===== src/rtl/core/tlpw_pkg.sv =====
`timescale 1ns / 1ps
// ----------------------------------------------------------------------------
// tlpw_pkg
// Shared codes and payload types of the two-level page walker.
// ----------------------------------------------------------------------------
package tlpw_pkg;

  localparam int ADDR_W      = 32;
  localparam int CFG_INDEX_W = 2;
  localparam int FRAME_SHIFT = 12;
  localparam int DIR_SHIFT   = 22;

  // configuration register indexes
  localparam logic [CFG_INDEX_W-1:0] CFG_PAGING_ENABLED = 2'd0;
  localparam logic [CFG_INDEX_W-1:0] CFG_DIRECTORY_BASE = 2'd1;
  localparam logic [CFG_INDEX_W-1:0] CFG_MEMORY_OFFSET  = 2'd2;

  // input commands
  localparam logic CMD_TRANSLATE = 1'b0;
  localparam logic CMD_ENTRY     = 1'b1;

  // result kinds
  localparam logic [1:0] KIND_READ    = 2'd0;
  localparam logic [1:0] KIND_DONE    = 2'd1;
  localparam logic [1:0] KIND_FAULT   = 2'd2;
  localparam logic [1:0] KIND_IGNORED = 2'd3;

  // fault codes
  localparam logic [1:0] FAULT_NONE   = 2'd0;
  localparam logic [1:0] FAULT_OFF    = 2'd1;
  localparam logic [1:0] FAULT_ABSENT = 2'd2;
  localparam logic [1:0] FAULT_WRPROT = 2'd3;

  // entry bit positions
  localparam int PTE_PRESENT = 0;
  localparam int PTE_WRITE   = 1;
  localparam int PTE_USER    = 2;

  typedef struct packed {
    logic              paging_enabled;
    logic [ADDR_W-1:0] directory_base;
    logic [ADDR_W-1:0] memory_offset;
  } cfg_t;

  typedef struct packed {
    logic              command;
    logic [ADDR_W-1:0] virtual_address;
    logic              is_write;
    logic [ADDR_W-1:0] entry_word;
  } item_t;

  typedef struct packed {
    logic [1:0]        result_kind;
    logic [ADDR_W-1:0] read_address;
    logic [ADDR_W-1:0] physical_address;
    logic              writable;
    logic              user_ok;
    logic [1:0]        fault_code;
  } result_t;

endpackage


===== src/rtl/core/tlpw_cfg_regs.sv =====
`timescale 1ns / 1ps
// ----------------------------------------------------------------------------
// tlpw_cfg_regs
// Configuration register file: paging enable, directory base, memory offset.
// ----------------------------------------------------------------------------
module tlpw_cfg_regs
  import tlpw_pkg::*;
(
  input  logic                   clk,
  input  logic                   rst,
  input  logic                   cfg_valid,
  output logic                   cfg_ready,
  input  logic [CFG_INDEX_W-1:0] cfg_index,
  input  logic [ADDR_W-1:0]      cfg_data,
  output cfg_t                   cfg
);

  assign cfg_ready = 1'b1;

  always_ff @(posedge clk) begin
    if (rst) begin
      cfg <= '0;
    end else if (cfg_valid && cfg_ready) begin
      unique case (cfg_index)
        CFG_PAGING_ENABLED: cfg.paging_enabled <= cfg_data[0];
        CFG_DIRECTORY_BASE: cfg.directory_base <= cfg_data;
        CFG_MEMORY_OFFSET:  cfg.memory_offset  <= cfg_data;
        default: ;  // index beyond the register list: drop the write
      endcase
    end
  end

endmodule


===== src/rtl/core/tlpw_in_reg.sv =====
`timescale 1ns / 1ps
// ----------------------------------------------------------------------------
// tlpw_in_reg
// Input register: holds one request until the walk logic takes it.
// ----------------------------------------------------------------------------
module tlpw_in_reg
  import tlpw_pkg::*;
(
  input  logic  clk,
  input  logic  rst,
  input  logic  in_valid,
  output logic  in_ready,
  input  item_t in_item,
  input  logic  advance,
  output logic  held_valid,
  output item_t held_item
);

  // free when empty, or when the held request leaves this cycle
  assign in_ready = !held_valid || advance;

  always_ff @(posedge clk) begin
    if (rst) begin
      held_valid <= 1'b0;
    end else if (in_ready) begin
      held_valid <= in_valid;
    end
  end

  always_ff @(posedge clk) begin
    if (in_valid && in_ready) begin
      held_item <= in_item;
    end
  end

endmodule


===== src/rtl/core/tlpw_walk.sv =====
`timescale 1ns / 1ps
// ----------------------------------------------------------------------------
// tlpw_walk
// Walk state and the single-pass step logic for one request.
// ----------------------------------------------------------------------------
module tlpw_walk
  import tlpw_pkg::*;
(
  input  logic    clk,
  input  logic    rst,
  input  cfg_t    cfg,
  input  item_t   item,
  input  logic    advance,
  output result_t res
);

  localparam logic [1:0] PHASE_IDLE  = 2'd0;
  localparam logic [1:0] PHASE_DIR   = 2'd1;
  localparam logic [1:0] PHASE_TABLE = 2'd2;

  logic [1:0]        phase;
  logic [1:0]        phase_next;
  logic [ADDR_W-1:0] held_address;
  logic [ADDR_W-1:0] held_address_next;
  logic              held_write;
  logic              held_write_next;
  logic              busy;
  logic [ADDR_W-1:0] frame_base;

  // unused phase code reads as idle
  always_comb begin
    unique case (phase)
      PHASE_DIR, PHASE_TABLE: busy = 1'b1;
      default:                busy = 1'b0;
    endcase
  end

  assign frame_base = {item.entry_word[ADDR_W-1:FRAME_SHIFT], {FRAME_SHIFT{1'b0}}};

  always_comb begin
    res               = '0;
    phase_next        = phase;
    held_address_next = held_address;
    held_write_next   = held_write;
    if (item.command == CMD_TRANSLATE) begin
      if (busy) begin
        res.result_kind = KIND_IGNORED;
      end else if (!cfg.paging_enabled) begin
        res.result_kind = KIND_FAULT;
        res.fault_code  = FAULT_OFF;
        phase_next      = PHASE_IDLE;
      end else begin
        held_address_next = item.virtual_address;
        held_write_next   = item.is_write;
        phase_next        = PHASE_DIR;
        res.result_kind   = KIND_READ;
        res.read_address  = cfg.directory_base +
          {{(DIR_SHIFT-2){1'b0}}, item.virtual_address[ADDR_W-1:DIR_SHIFT], 2'b00};
      end
    end else if (!busy) begin
      res.result_kind = KIND_IGNORED;
      phase_next      = PHASE_IDLE;
    end else if (!item.entry_word[PTE_PRESENT]) begin
      res.result_kind = KIND_FAULT;
      res.fault_code  = FAULT_ABSENT;
      phase_next      = PHASE_IDLE;
    end else if (phase == PHASE_DIR) begin
      phase_next       = PHASE_TABLE;
      res.result_kind  = KIND_READ;
      res.read_address = frame_base + cfg.memory_offset +
        {{(ADDR_W-(DIR_SHIFT-FRAME_SHIFT)-2){1'b0}},
         held_address[DIR_SHIFT-1:FRAME_SHIFT], 2'b00};
    end else begin
      phase_next = PHASE_IDLE;
      if (held_write && !item.entry_word[PTE_WRITE]) begin
        res.result_kind = KIND_FAULT;
        res.fault_code  = FAULT_WRPROT;
      end else begin
        res.result_kind      = KIND_DONE;
        res.physical_address = {item.entry_word[ADDR_W-1:FRAME_SHIFT],
                                held_address[FRAME_SHIFT-1:0]};
        res.writable         = item.entry_word[PTE_WRITE];
        res.user_ok          = item.entry_word[PTE_USER];
      end
    end
  end

  always_ff @(posedge clk) begin
    if (rst) begin
      phase        <= PHASE_IDLE;
      held_address <= '0;
      held_write   <= 1'b0;
    end else if (advance) begin
      phase        <= phase_next;
      held_address <= held_address_next;
      held_write   <= held_write_next;
    end
  end

endmodule


===== src/rtl/core/tlpw_out_reg.sv =====
`timescale 1ns / 1ps
// ----------------------------------------------------------------------------
// tlpw_out_reg
// Result register: holds one result until the consumer takes it.
// ----------------------------------------------------------------------------
module tlpw_out_reg
  import tlpw_pkg::*;
(
  input  logic    clk,
  input  logic    rst,
  input  logic    load,
  input  result_t res_in,
  output logic    out_valid,
  input  logic    out_ready,
  output result_t res_out
);

  always_ff @(posedge clk) begin
    if (rst) begin
      out_valid <= 1'b0;
    end else if (load) begin
      out_valid <= 1'b1;
    end else if (out_ready) begin
      out_valid <= 1'b0;
    end
  end

  always_ff @(posedge clk) begin
    if (load) begin
      res_out <= res_in;
    end
  end

endmodule


===== src/rtl/core/two_level_page_walker.sv =====
`timescale 1ns / 1ps
// ----------------------------------------------------------------------------
// two_level_page_walker
// Two-level i386-style page table walker: requests in, read requests,
// translations and faults out.
// ----------------------------------------------------------------------------
//
//  channel | handshake             | payload
//  --------+-----------------------+---------------------------------------
//  in      | in_valid / in_ready   | command, virtual_address, is_write,
//          |                       | entry_word
//  out     | out_valid / out_ready | result_kind, read_address,
//          |                       | physical_address, writable, user_ok,
//          |                       | fault_code
//  cfg     | cfg_valid / cfg_ready | cfg_index, cfg_data
//
//  Each request gives exactly one result via the input and result registers;
//  one request per cycle is sustained while the result side is not stalled.
//  The walk step is a single pass of compare and one three-input add between
//  the input register and the result register.
//  Reset (rst, synchronous) empties both registers and returns the walk to
//  idle with cleared configuration; cfg_ready is always high.
//  A stalled result holds the result register; the input register still
//  takes one more request, after which in_ready drops.
// ----------------------------------------------------------------------------
module two_level_page_walker
  import tlpw_pkg::*;
(
  input  logic                   clk,
  input  logic                   rst,

  input  logic                   in_valid,
  output logic                   in_ready,
  input  logic                   command,
  input  logic [ADDR_W-1:0]      virtual_address,
  input  logic                   is_write,
  input  logic [ADDR_W-1:0]      entry_word,

  output logic                   out_valid,
  input  logic                   out_ready,
  output logic [1:0]             result_kind,
  output logic [ADDR_W-1:0]      read_address,
  output logic [ADDR_W-1:0]      physical_address,
  output logic                   writable,
  output logic                   user_ok,
  output logic [1:0]             fault_code,

  input  logic                   cfg_valid,
  output logic                   cfg_ready,
  input  logic [CFG_INDEX_W-1:0] cfg_index,
  input  logic [ADDR_W-1:0]      cfg_data
);

  cfg_t    cfg;
  item_t   in_item;
  item_t   held_item;
  logic    held_valid;
  logic    advance;
  result_t step_res;
  result_t out_res;

  // pack the request fields for the input register
  assign in_item = '{command:         command,
                     virtual_address: virtual_address,
                     is_write:        is_write,
                     entry_word:      entry_word};

  // advance the held request when the result register is free or draining
  assign advance = held_valid && (!out_valid || out_ready);

  tlpw_cfg_regs u_cfg (
    .clk       (clk),
    .rst       (rst),
    .cfg_valid (cfg_valid),
    .cfg_ready (cfg_ready),
    .cfg_index (cfg_index),
    .cfg_data  (cfg_data),
    .cfg       (cfg)
  );

  tlpw_in_reg u_in (
    .clk        (clk),
    .rst        (rst),
    .in_valid   (in_valid),
    .in_ready   (in_ready),
    .in_item    (in_item),
    .advance    (advance),
    .held_valid (held_valid),
    .held_item  (held_item)
  );

  // walk state changes only when a request actually moves to the result side
  tlpw_walk u_walk (
    .clk     (clk),
    .rst     (rst),
    .cfg     (cfg),
    .item    (held_item),
    .advance (advance),
    .res     (step_res)
  );

  tlpw_out_reg u_out (
    .clk       (clk),
    .rst       (rst),
    .load      (advance),
    .res_in    (step_res),
    .out_valid (out_valid),
    .out_ready (out_ready),
    .res_out   (out_res)
  );

  // unpack the result onto the output ports
  assign result_kind      = out_res.result_kind;
  assign read_address     = out_res.read_address;
  assign physical_address = out_res.physical_address;
  assign writable         = out_res.writable;
  assign user_ok          = out_res.user_ok;
  assign fault_code       = out_res.fault_code;

endmodule


===== config.mk =====
export PLATFORM = sky130hd
export DESIGN_NAME = two_level_page_walker
export DESIGN_NICKNAME = d
export VERILOG_FILES = /design/src/rtl/core/tlpw_pkg.sv /design/src/rtl/core/tlpw_cfg_regs.sv /design/src/rtl/core/tlpw_in_reg.sv /design/src/rtl/core/tlpw_walk.sv /design/src/rtl/core/tlpw_out_reg.sv /design/src/rtl/core/two_level_page_walker.sv
export SDC_FILE = /design/constraint.sdc
export NUM_CORES = 1
export LEC_CHECK = 0
export BUFFER_PORTS_ARGS = -buffer_cell sky130_fd_sc_hd__buf_2
export CAP_MARGIN = 20
export CORE_MARGIN = 2
export CORE_UTILIZATION = 45
export CTS_CLUSTER_SIZE = 30
export DETAILED_ROUTE_END_ITERATION = 10
export GPL_TIMING_DRIVEN = 0
export PLACE_DENSITY = 0.67
export SLEW_MARGIN = 20
export SYNTH_ARGS = -nofsm -noshare
export SYNTH_HDL_FRONTEND = slang
export SYNTH_SLANG_ARGS = --single-unit

===== constraint.sdc =====
create_clock -name clk -period 10.7 [get_ports clk]
set_input_delay 2.14 -clock clk [delete_from_list [all_inputs] [get_ports clk]]
set_output_delay 2.14 -clock clk [all_outputs]
set_load 0.02 [all_outputs]

==> impl_results.md, run 1 <==
- WHS Path Cells: 2
- Net Count, Synth: between 1,000 and 1,500
- Max_slew headroom: 0.329
- Initial antenna violation count: 2
- Pins Over Slew Limit: 0
- Clock Skews: a little under 0.008 ns
- Top-count cell post-synth: nand2_1
- Final worst path period need: roughly 5 ns
- Post-Syn Area: roughly 9900 um2
- Outcome: finished, final reports clean
- Worst slack, placed: 5.69 ns
- Crit path kind: in -> out
- GRT Overall Usage: 0.211
- Mapped Cells: about 950
- Post-CTS resize count: 0
- TritonCTS clock tree: built
- Largest net degree at the start of global routing: 42
- Setup Buffers After CTS: 0
- DRT antenna net count: 0
- Clock Latency Late Sink: 0.51 ns
- Synth async-reset ratio: 0
- CTS sink cnt: 219
- Largest family of logic cells by synthesized area: simple AND/OR/NAND/NOR gates
- Num CTS Buffers: 23
- Die X: approximately 150 um
- Nets: 1,295
- Ranking of synthesized cells by area: edfxtp_1 (39%), dfxtp_1 (19%), nand2_1 (8.0%), a21oi_1 (6.1%), ha_1 (5.2%)
- Count of final setup violators: 0
- Cell taking the most area after synthesis: edfxtp_1
- Post-synth top area share: 0.387
- RSZ-0062 raised after global routing: no
- Part of the Yosys area used for sequential elements: 0.574
- Final worst slack: ~5.7 ns
- Synth Flop Type: edfxtp_1
- Die ar.: around 23,000 um2
- Global-route wire length before repair: between 30,000 and 40,000 um
- Filler cells: between 1,500 and 2,000
- DIE HEIGHT: 152 um
- Mux share of post-synthesis cell area: 0.00102
- Avg Cell Area, Syn: 10.4 um2
- Layout cell share with drive strength beyond 1: 0.189
- Synth Area in XOR/XNOR: 0.0471
- Initial Utilization: 0.454
- Vias in the first global route: ~7,400
- Number of port buffers: approximately 170
- CTS Root Cell: clkbuf_16
- Final Hold Violating Endpoints: 0
- CP Launch Type: input port
- Row cnt: 54
- Final HPWL DP: 18,500 um
- GR Overflow Total: 0
- Worst r2r path cells: 10
- Max rail drop VDD: about 0.14 mV
- Longest Clk Path Bufs: 3
- #FFs+latches synth: around 220
- Synth Area in Adders: 0.0561
- Synth Area in Compound Gates: 0.143
- R2r setup slk: around 7.4 ns
- Synth Warn #: 0
- Most instantiated cells after synthesis: nand2_1 (209), edfxtp_1 (127), a21oi_1 (121), dfxtp_1 (92), clkbuf_1 (47)
- Yosys cell types: 58
- Pin slew with the least headroom to its limit: between 0.9 and 1 ns
- TritonRoute pass-1 iters: 5
- Hold Buf Count CTS: 0
- DRC Markers: 0
- Layout area overhead: 21.0%
- WL final: between 20,000 and 25,000 um
- WL/cell: between 15 and 20 um
- I/O pin count: ~180
- Simple-gate share of the synthesized area: 0.153
- Hold crit path type: reg -> reg
- Starting DRT DRC Count: approximately 440
- Gpl congestion: roughly 0.9
- Critical path arrival: approximately 2.9 ns
- Number of max-cap violations: 0
- Worst setup EP type: output pin
- CP max FO: 4
- Worst min-delay path startpoint: u_walk.held_address[3]
- DR vias/cell: 5.28
- Leakage Power: 0.00474 uW
- Number of enable flip-flop cells after synthesis: about 130
- Setup tns final: 0 ns
- Power per cell area: about 160 nW/um2
- Worst Hold End: u_walk.held_address[3]
- Critical path required time: around 8.6 ns
- Reg-to-Reg End: u_out.res_out[67]
- Period utilization: 0.468
- Vias post-DR: between 7,000 and 8,000
- Final Power: approximately 1900 uW
- Max Clk Rate: between 150 and 200 MHz
- Core ar.: 21,700 um2
- Reg2reg start: u_in.held_item[56]
- Clock-pin slew on the worst setup and hold paths: around 0.060 ns
- # H-tree levels: 1
how the worst max path moves through the flow:
stage / slack, ns / startpoint / end / depth (start not counted)
after floorplan: 4.15 / out_ready / u_walk.held_address[10] / 7
after global placement: 1.91 / out_ready / u_walk.held_address[18] / 7
after detailed placement: 5.69 / out_ready / in_ready / 4
after CTS: 5.69 / out_ready / in_ready / 4
after global routing: 5.62 / out_ready / in_ready / 4
final: 5.69 / out_ready / in_ready / 4
critical path: stages:
cell and delay [ns]:
buf_2 0.10, nor2b_1 0.33, nand2_1 0.12, buf_2 0.17
cell families after synthesis:
family	count (synthesis)
buf+inv	65
mux	1
compound gates	231
flops	219
fa+ha+maj	43
xor+xnor	53
other cells	1
simple gates	339
state kept, by name (all words and copies together) (netlist names):
name / cells
u_out.res_out: 70
u_cfg.cfg: 65
u_in.held_item: 57
u_walk.held_address: 22
u_walk.phase: 2
u_in.held_valid: 1
u_out.out_valid: 1
u_walk.held_write: 1
layer usage:
layer / vias to the layer above / routed length, um / track usage
met5: - / 13 / 0
met4: 2 / 653 / 0.0659
met3: 52 / 1340 / 0.0365
met2: 217 / 11900 / 0.362
met1: 3551 / 10800 / 0.274
li1: 3810 / - / -
stage by stage:
step	cells	util	hold WS [ns]	area, um2
2_1_floorplan	952	-	0.432	9850
3_3_place_gp	1398	0.509	0.440	11000
3_5_place_dp	1402	0.514	0.443	11100
4_1_cts	1444	0.549	0.452	11900
5_1_grt	1444	0.549	0.476	11900
6_report	1445	0.549	0.452	11900
where the power goes:
part	internal [uW]	switching, uW	total [uW]
combinational	57.9	94.1	152
clock	475	334	809
sequential	924	14.8	939
placed cells by master, fill, tap and decap left out, drive strengths merged, types with 21 or more instances in the layout:
master	Yosys	routed
clkbuf	47	76
xor2	21	21
xnor2	32	32
nand2	209	209
nor2	32	32
o21ai	22	22
edfxtp	127	127
o22ai	25	25
and3	42	42
buf	2	172
ha	41	41
dfxtp	92	92
a21oi	121	121
cell type report:
type	instances	area [um2]	share of cell area
antenna	1	2.50	0.000210
tap	280	350	0.0294
timing repair buffer	170	926	0.0777
clock buffer	29	638	0.0535
inverter	16	60.1	0.00504
clock inverter	13	138	0.0115
buffer	49	195	0.0164
sequential	219	5660	0.475
multi-input combinational	668	3950	0.332
No activity file was read; power rests on OpenSTA's default activity.
==> run 2: changes to the inputs <==
- clock period: 10.7 -> 5 ns (I/O delays scaled with it)
==> run 2 against run 1 <==
  * Sequential share of layout area is essentially flat
  * First-iteration DRC count grew 5.5%
  * Via count shrank 0.35%
  * Final area is essentially flat
  * Non-clock buffer count is the same
  * Combinational power grew 110%
  * Core utilization is essentially flat
  * Critical path type is now reg -> reg
==> impl_results.md, run 2 (synthesis results as in run 1) <==
- Outcome: finished, final reports clean
- RSZ-0062 raised after global routing: no
- Register bank with the most flops: u_out.res_out
- Gpl congestion: ~0.9
- Critical path arrival: between 3 and 4 ns
- Pin slew with the least headroom to its limit: 0.938 ns
- DIE HEIGHT: ~150 um
- Cell mode on critical path: nand2_1
- Net switching power: approximately 940 uW
- Global-route wire length before repair: a little under 40,000 um
- Worst hold margin: ~0.45 ns
- Most frequent cells in the layout: nand2_1 (209), buf_2 (166), edfxtp_1 (127), a21oi_1 (121), dfxtp_1 (92)
- Seq pwr share: 0.490
- Biggest regs: u_out.res_out (70), u_cfg.cfg (65), u_in.held_item (57)
- TritonRoute pass-1 iters: 5
- Met1 Use GR: 0.273
- Number of max-cap violations: 0
- Final Hold Violating Endpoints: 0
- Setup Buffers After CTS: 0
- Clock Skews: 0.00952 ns
- Placement Cell Area: roughly 11,000 um2
- CP peak stage delay: about 0.85 ns
- Final Power: about 4100 uW
- Leakage Power: roughly 0.0047 uW
- Count of final setup violators: 0
- TritonCTS clock tree: built
- CTS sink cnt: ~220
- Initial antenna violation count: 3
- Layout area overhead: 21.1%
- Post-CTS resize count: 0
- Final core utilization: 0.550
- Power per cell area: about 340 nW/um2
- Row cnt: 54
- CP max FO: 7
- DR vias/cell: 5.25
- Cell Int Power: around 3200 uW
- Final instance area: 11,900 um2
- Nets: 1,296
- Largest net degree at the start of global routing: 40
- GR peak layer: met2
- I/O pin count: about 180
- Max_slew headroom: 0.368
- Max Clk Rate: ~300 MHz
- Worst setup EP type: flip-flop
- Clock-pin slew on the worst setup and hold paths: around 0.06 ns
- WL final: 24,800 um
- Hold Buf Count CTS: 0
- CP Launch Type: flip-flop
- CTS Root Cell: clkbuf_16
- Final worst path period need: 3.30 ns
- Comb pwr share: 0.079
- Max FFs per register: 70
- CP delay by family, top: compound AO/OA/AOI/OAI gates
- WL/cell: 17.2 um
- CP bufs+invs: 0
- GRT Overall Usage: 0.211
- Period utilization: 0.660
- Final HPWL DP: ~18,000 um
- Max rail drop VDD: 0.297 mV
- Hold crit path type: reg -> reg
- Clk network pwr share: 0.431
- Number of port buffers: between 150 and 200
- Longest Clk Path Bufs: 3
- Crit path kind: reg -> reg
- Critical path required time: around 5.2 ns
- DRC Markers: 0
- Die ar.: between 20,000 and 25,000 um2
- DRT antenna net count: 0
- Setup tns final: 0 ns
- Sw frac: 0.228
- Layout cell share with drive strength beyond 1: 0.187
- Vias post-DR: roughly 7,600
- Crit-path slowest cell: o41ai_2
- Initial Utilization: 0.454
- GR Overflow Total: 0
- # H-tree levels: 1
- Met2 Use GR: 0.361
- Core ar.: between 20,000 and 25,000 um2
- Vias in the first global route: approximately 7,500
- Num CTS Buffers: 24
- Clock Latency Late Sink: between 0.5 and 0.6 ns
- Pins Over Slew Limit: 0
- Filler cells: 1,954
- Most common cell after layout, fill and taps aside: nand2_1
- Starting DRT DRC Count: around 460
- Worst path cell trace: ha_1 -> a21o_1 -> a21oi_1 -> o211ai_1 -> nand2_1 -> o41ai_2 -> nand2_1 -> nor3_1 -> xnor2_1 -> o22ai_1
- Die X: 152 um
- Global Route met3 Usage: 0.0365
[run 2: worst paths after layout]
check | end | cells after the start | slack, ns | from
worst min-delay path | u_walk.held_address[1] | 2 | 0.45 | u_walk.held_address[1]
worst max-delay path | u_out.res_out[67] | 10 | 1.70 | u_in.held_item[56]
worst min register to register | u_walk.held_address[1] | 2 | 0.45 | u_walk.held_address[1]
worst max register to register | u_out.res_out[67] | 10 | 1.70 | u_in.held_item[56]
[run 2: layout make-up]
class                   count  area [um2]  share of cell area
repair buffers            170         918              0.0770
inverters                  16        60.1             0.00504
flip-flops and latches    219        5660               0.474
well taps                 280         350              0.0294
plain buffers              49         195              0.0164
clock inverters             8        93.8             0.00787
diodes                      2        5.00            0.000420
multi-input cells         668        3950               0.331
clock buffers              36         697              0.0584
[run 2: power groups by stage]
stage / clock network (uW) / registers, uW / logic [uW]
after global placement: 0 / 2050 / 311
after CTS: 1810 / 2010 / 328
final: 1770 / 2010 / 326
after detailed placement: 0 / 2050 / 326
after floorplan: 0 / 2070 / 167
after global routing: 1860 / 2020 / 359
[run 2: per-stage QoR]
stage / cells / setup slack (ns)
5_1_grt: 1447 / 1.56
3_3_place_gp: 1398 / -0.309
2_1_floorplan: 952 / 1.03
6_report: 1448 / 1.70
4_1_cts: 1446 / 1.74
3_5_place_dp: 1402 / 1.76
[run 2: per-layer routing]
| layer | up-vias | part of all wire |
|---|---|---|
| li1 | 3797 | - |
| met1 | 3541 | 0.43 |
| met2 | 218 | 0.48 |
| met3 | 47 | 0.058 |
| met4 | 2 | 0.027 |
| met5 | - | 0.00052 |
[run 2: worst register-to-register path: stages, from the launching register on]
cell and delay (ns):
edfxtp_1 0.43, ha_1 0.30, a21o_1 0.11, a21oi_1 0.12, o211ai_1 0.18, nand2_1 0.15
o41ai_2 0.85, nand2_1 0.26, nor3_1 0.31, xnor2_1 0.16, o22ai_1 0.14
==> run 3: changes to the inputs <==
- PLACE_DENSITY: 0.67 -> 0.69
- clock period: 5 -> 2.94 ns (I/O delays scaled with it)
==> run 3 against run 2 <==
  * Sequential share of layout area down 0.44 points
  * Via count up 1.8%
  * Clock skew up 0.0029 ns
  * Combinational power up 74%
  * Flip-flop and latch count unchanged
==> impl_results.md, run 3 (synthesis results as in run 1) <==
- Outcome: finished, final reports clean
- Clock Latency Late Sink: between 0.5 and 0.6 ns
- TritonRoute pass-1 iters: 5
- Period utilization: 0.986
- Final Hold Violating Endpoints: 0
- Power per cell area: ~560 nW/um2
- Starting DRT DRC Count: 465
- Placed cells: around 1,400
- Biggest regs: u_out.res_out (70), u_cfg.cfg (65), u_in.held_item (57)
- R2r setup slk: between 0.04 and 0.05 ns
- Gpl congestion: about 0.9
- Longest Clk Path Bufs: 3
- Final HPWL DP: ~18,000 um
- Clock-pin slew on the worst setup and hold paths: 0.06 ns
- DRT antenna net count: 0
- Critical Path End: u_out.res_out[66]
- Area taken by multi-input logic gates: ~4100 um2
- Max Clk Rate: around 350 MHz
- Clock Skews: 0.0124 ns
- Number of max-cap violations: 0
- Die X: about 150 um
- Critical path origin: u_cfg.cfg[2]
- CTS sink cnt: around 220
- Max_slew headroom: 0.489
- TritonCTS clock tree: built
- Number of port buffers: about 170
- Met2 routed WL: between 10,000 and 15,000 um
- Core ar.: around 22,000 um2
- Hold crit path type: in -> reg
- RSZ-0062 raised after global routing: yes
- WL met3: roughly 1500 um
- Reg-to-Reg End: u_out.res_out[66]
- Pins Over Slew Limit: 0
- Vias post-DR: 7,743
- Critical path arrival: around 3.1 ns
- Count of final setup violators: 0
- WL/cell: 17.4 um
- WHS Path Cells: 1
- Layout cell share with drive strength beyond 1: 0.210
- CTS Root Cell: clkbuf_16
- Reg2reg start: u_cfg.cfg[2]
- CP Launch Type: flip-flop
- Largest net degree at the start of global routing: between 40 and 50
- Crit path kind: reg -> reg
- GRT Overall Usage: 0.214
- Setup tns final: 0 ns
- Filler cells: 1,949
- Leakage Power: between 0.004 and 0.005 uW
- Row cnt: 54
- Sequential Area: roughly 5700 um2
- Most frequent cells in the layout: nand2_1 (209), buf_2 (166), edfxtp_1 (127), a21oi_1 (119), dfxtp_1 (91)
- GR Overflow Total: 0
- WL final: around 25,000 um
- Register bank with the most flops: u_out.res_out
- Hold Buf Count CTS: 0
- Critical path required time: approximately 3.2 ns
- Pin slew with the least headroom to its limit: around 0.76 ns
- Worst r2r path cells: 11
- Global-route wire length before repair: roughly 40,000 um
- Max FFs per register: 70
- Final worst path period need: 2.90 ns
- Worst setup EP type: flip-flop
- DR top layer: met4
- DRC Markers: 0
- DIE HEIGHT: between 150 and 200 um
- CP max FO: 3
- Met1 wire length: about 11,000 um
- # H-tree levels: 1
- Max rail drop VDD: about 0.42 mV
- Vias in the first global route: 7,540
- Finished Layout Cells: 1,456
- Initial Utilization: 0.454
- DR vias/cell: approximately 5.3
- Nets: ~1,300
- Most common cell after layout, fill and taps aside: nand2_1
- I/O pin count: 178
- Layout area overhead: 22.2%
- Num CTS Buffers: 24
- Die ar.: ~23,000 um2
- Initial antenna violation count: 5
[run 3: changes by cell type in the layout (fill, tap and decap cells not counted), sizes merged]
cell / previous run / this run
diode: 2 / 7
inv: 17 / 16
bufinv: 2 / 0
clkbuf: 83 / 81
clkinvlp: 0 / 2
buf: 172 / 178
[run 3: report_power, final]
part | switching (uW) | internal, uW | total, uW
clock network | 1180 | 1630 | 2810
registers | 55.0 | 3360 | 3420
logic | 352 | 214 | 566
[run 3: worst min path at each step]
stage          slack, ns              startpoint                     end
6_report            0.24          entry_word[29]      u_in.held_item[29]
3_5_place_dp        0.44  u_walk.held_address[5]  u_walk.held_address[5]
2_1_floorplan       0.43       u_walk.held_write       u_walk.held_write
4_1_cts             0.23          entry_word[29]      u_in.held_item[29]
3_3_place_gp        0.44  u_walk.held_address[5]  u_walk.held_address[5]
5_1_grt             0.22      virtual_address[6]      u_in.held_item[39]
[run 3: cell type report]
cell class,instances,share of cell area
well taps,280,0.0291
multi-input cells,668,0.340
inverters,16,0.00499
clock buffers,36,0.0579
flip-flops and latches,219,0.470
repair buffers,176,0.0783
clock inverters,7,0.00301
plain buffers,47,0.0158
diodes,7,0.00145
[run 3: stage by stage]
step	setup slack [ns]	cell area [um2]	hold WS, ns	power (uW)	util
2_1_floorplan	0.0920	9860	0.432	3810	-
3_3_place_gp	-0.702	11000	0.440	4010	0.509
3_5_place_dp	-0.239	11100	0.443	4030	0.512
4_1_cts	0.000146	12000	0.230	6830	0.551
5_1_grt	-0.0327	12000	0.222	7040	0.555
6_report	0.0426	12000	0.238	6800	0.555
[run 3: timing repair]
action                     4_1_cts  5_1_grt
pin swaps                       14       11
gates resized for setup         18       18
setup endpoints to repair        6       32
buffers inserted                 4        3
hold endpoints to repair         0        0
[run 3: critical path, cell delays in order, from the launching register on]
cell	delay [ns]
dfxtp_2	0.32
ha_2	0.19
fa_2	0.36
a211oi_2	0.24
nor2_2	0.07
and3_4	0.20
o21ai_4	0.15
a41oi_2	0.13
or4_1	0.42
a31oi_1	0.21
xor2_1	0.20
o22ai_2	0.11
[run 3: routing by layer]
layer	vias up	track usage
li1	3820	-
met1	3639	0.280
met2	237	0.361
met3	47	0.0388
met4	0	0.0717
met5	-	0
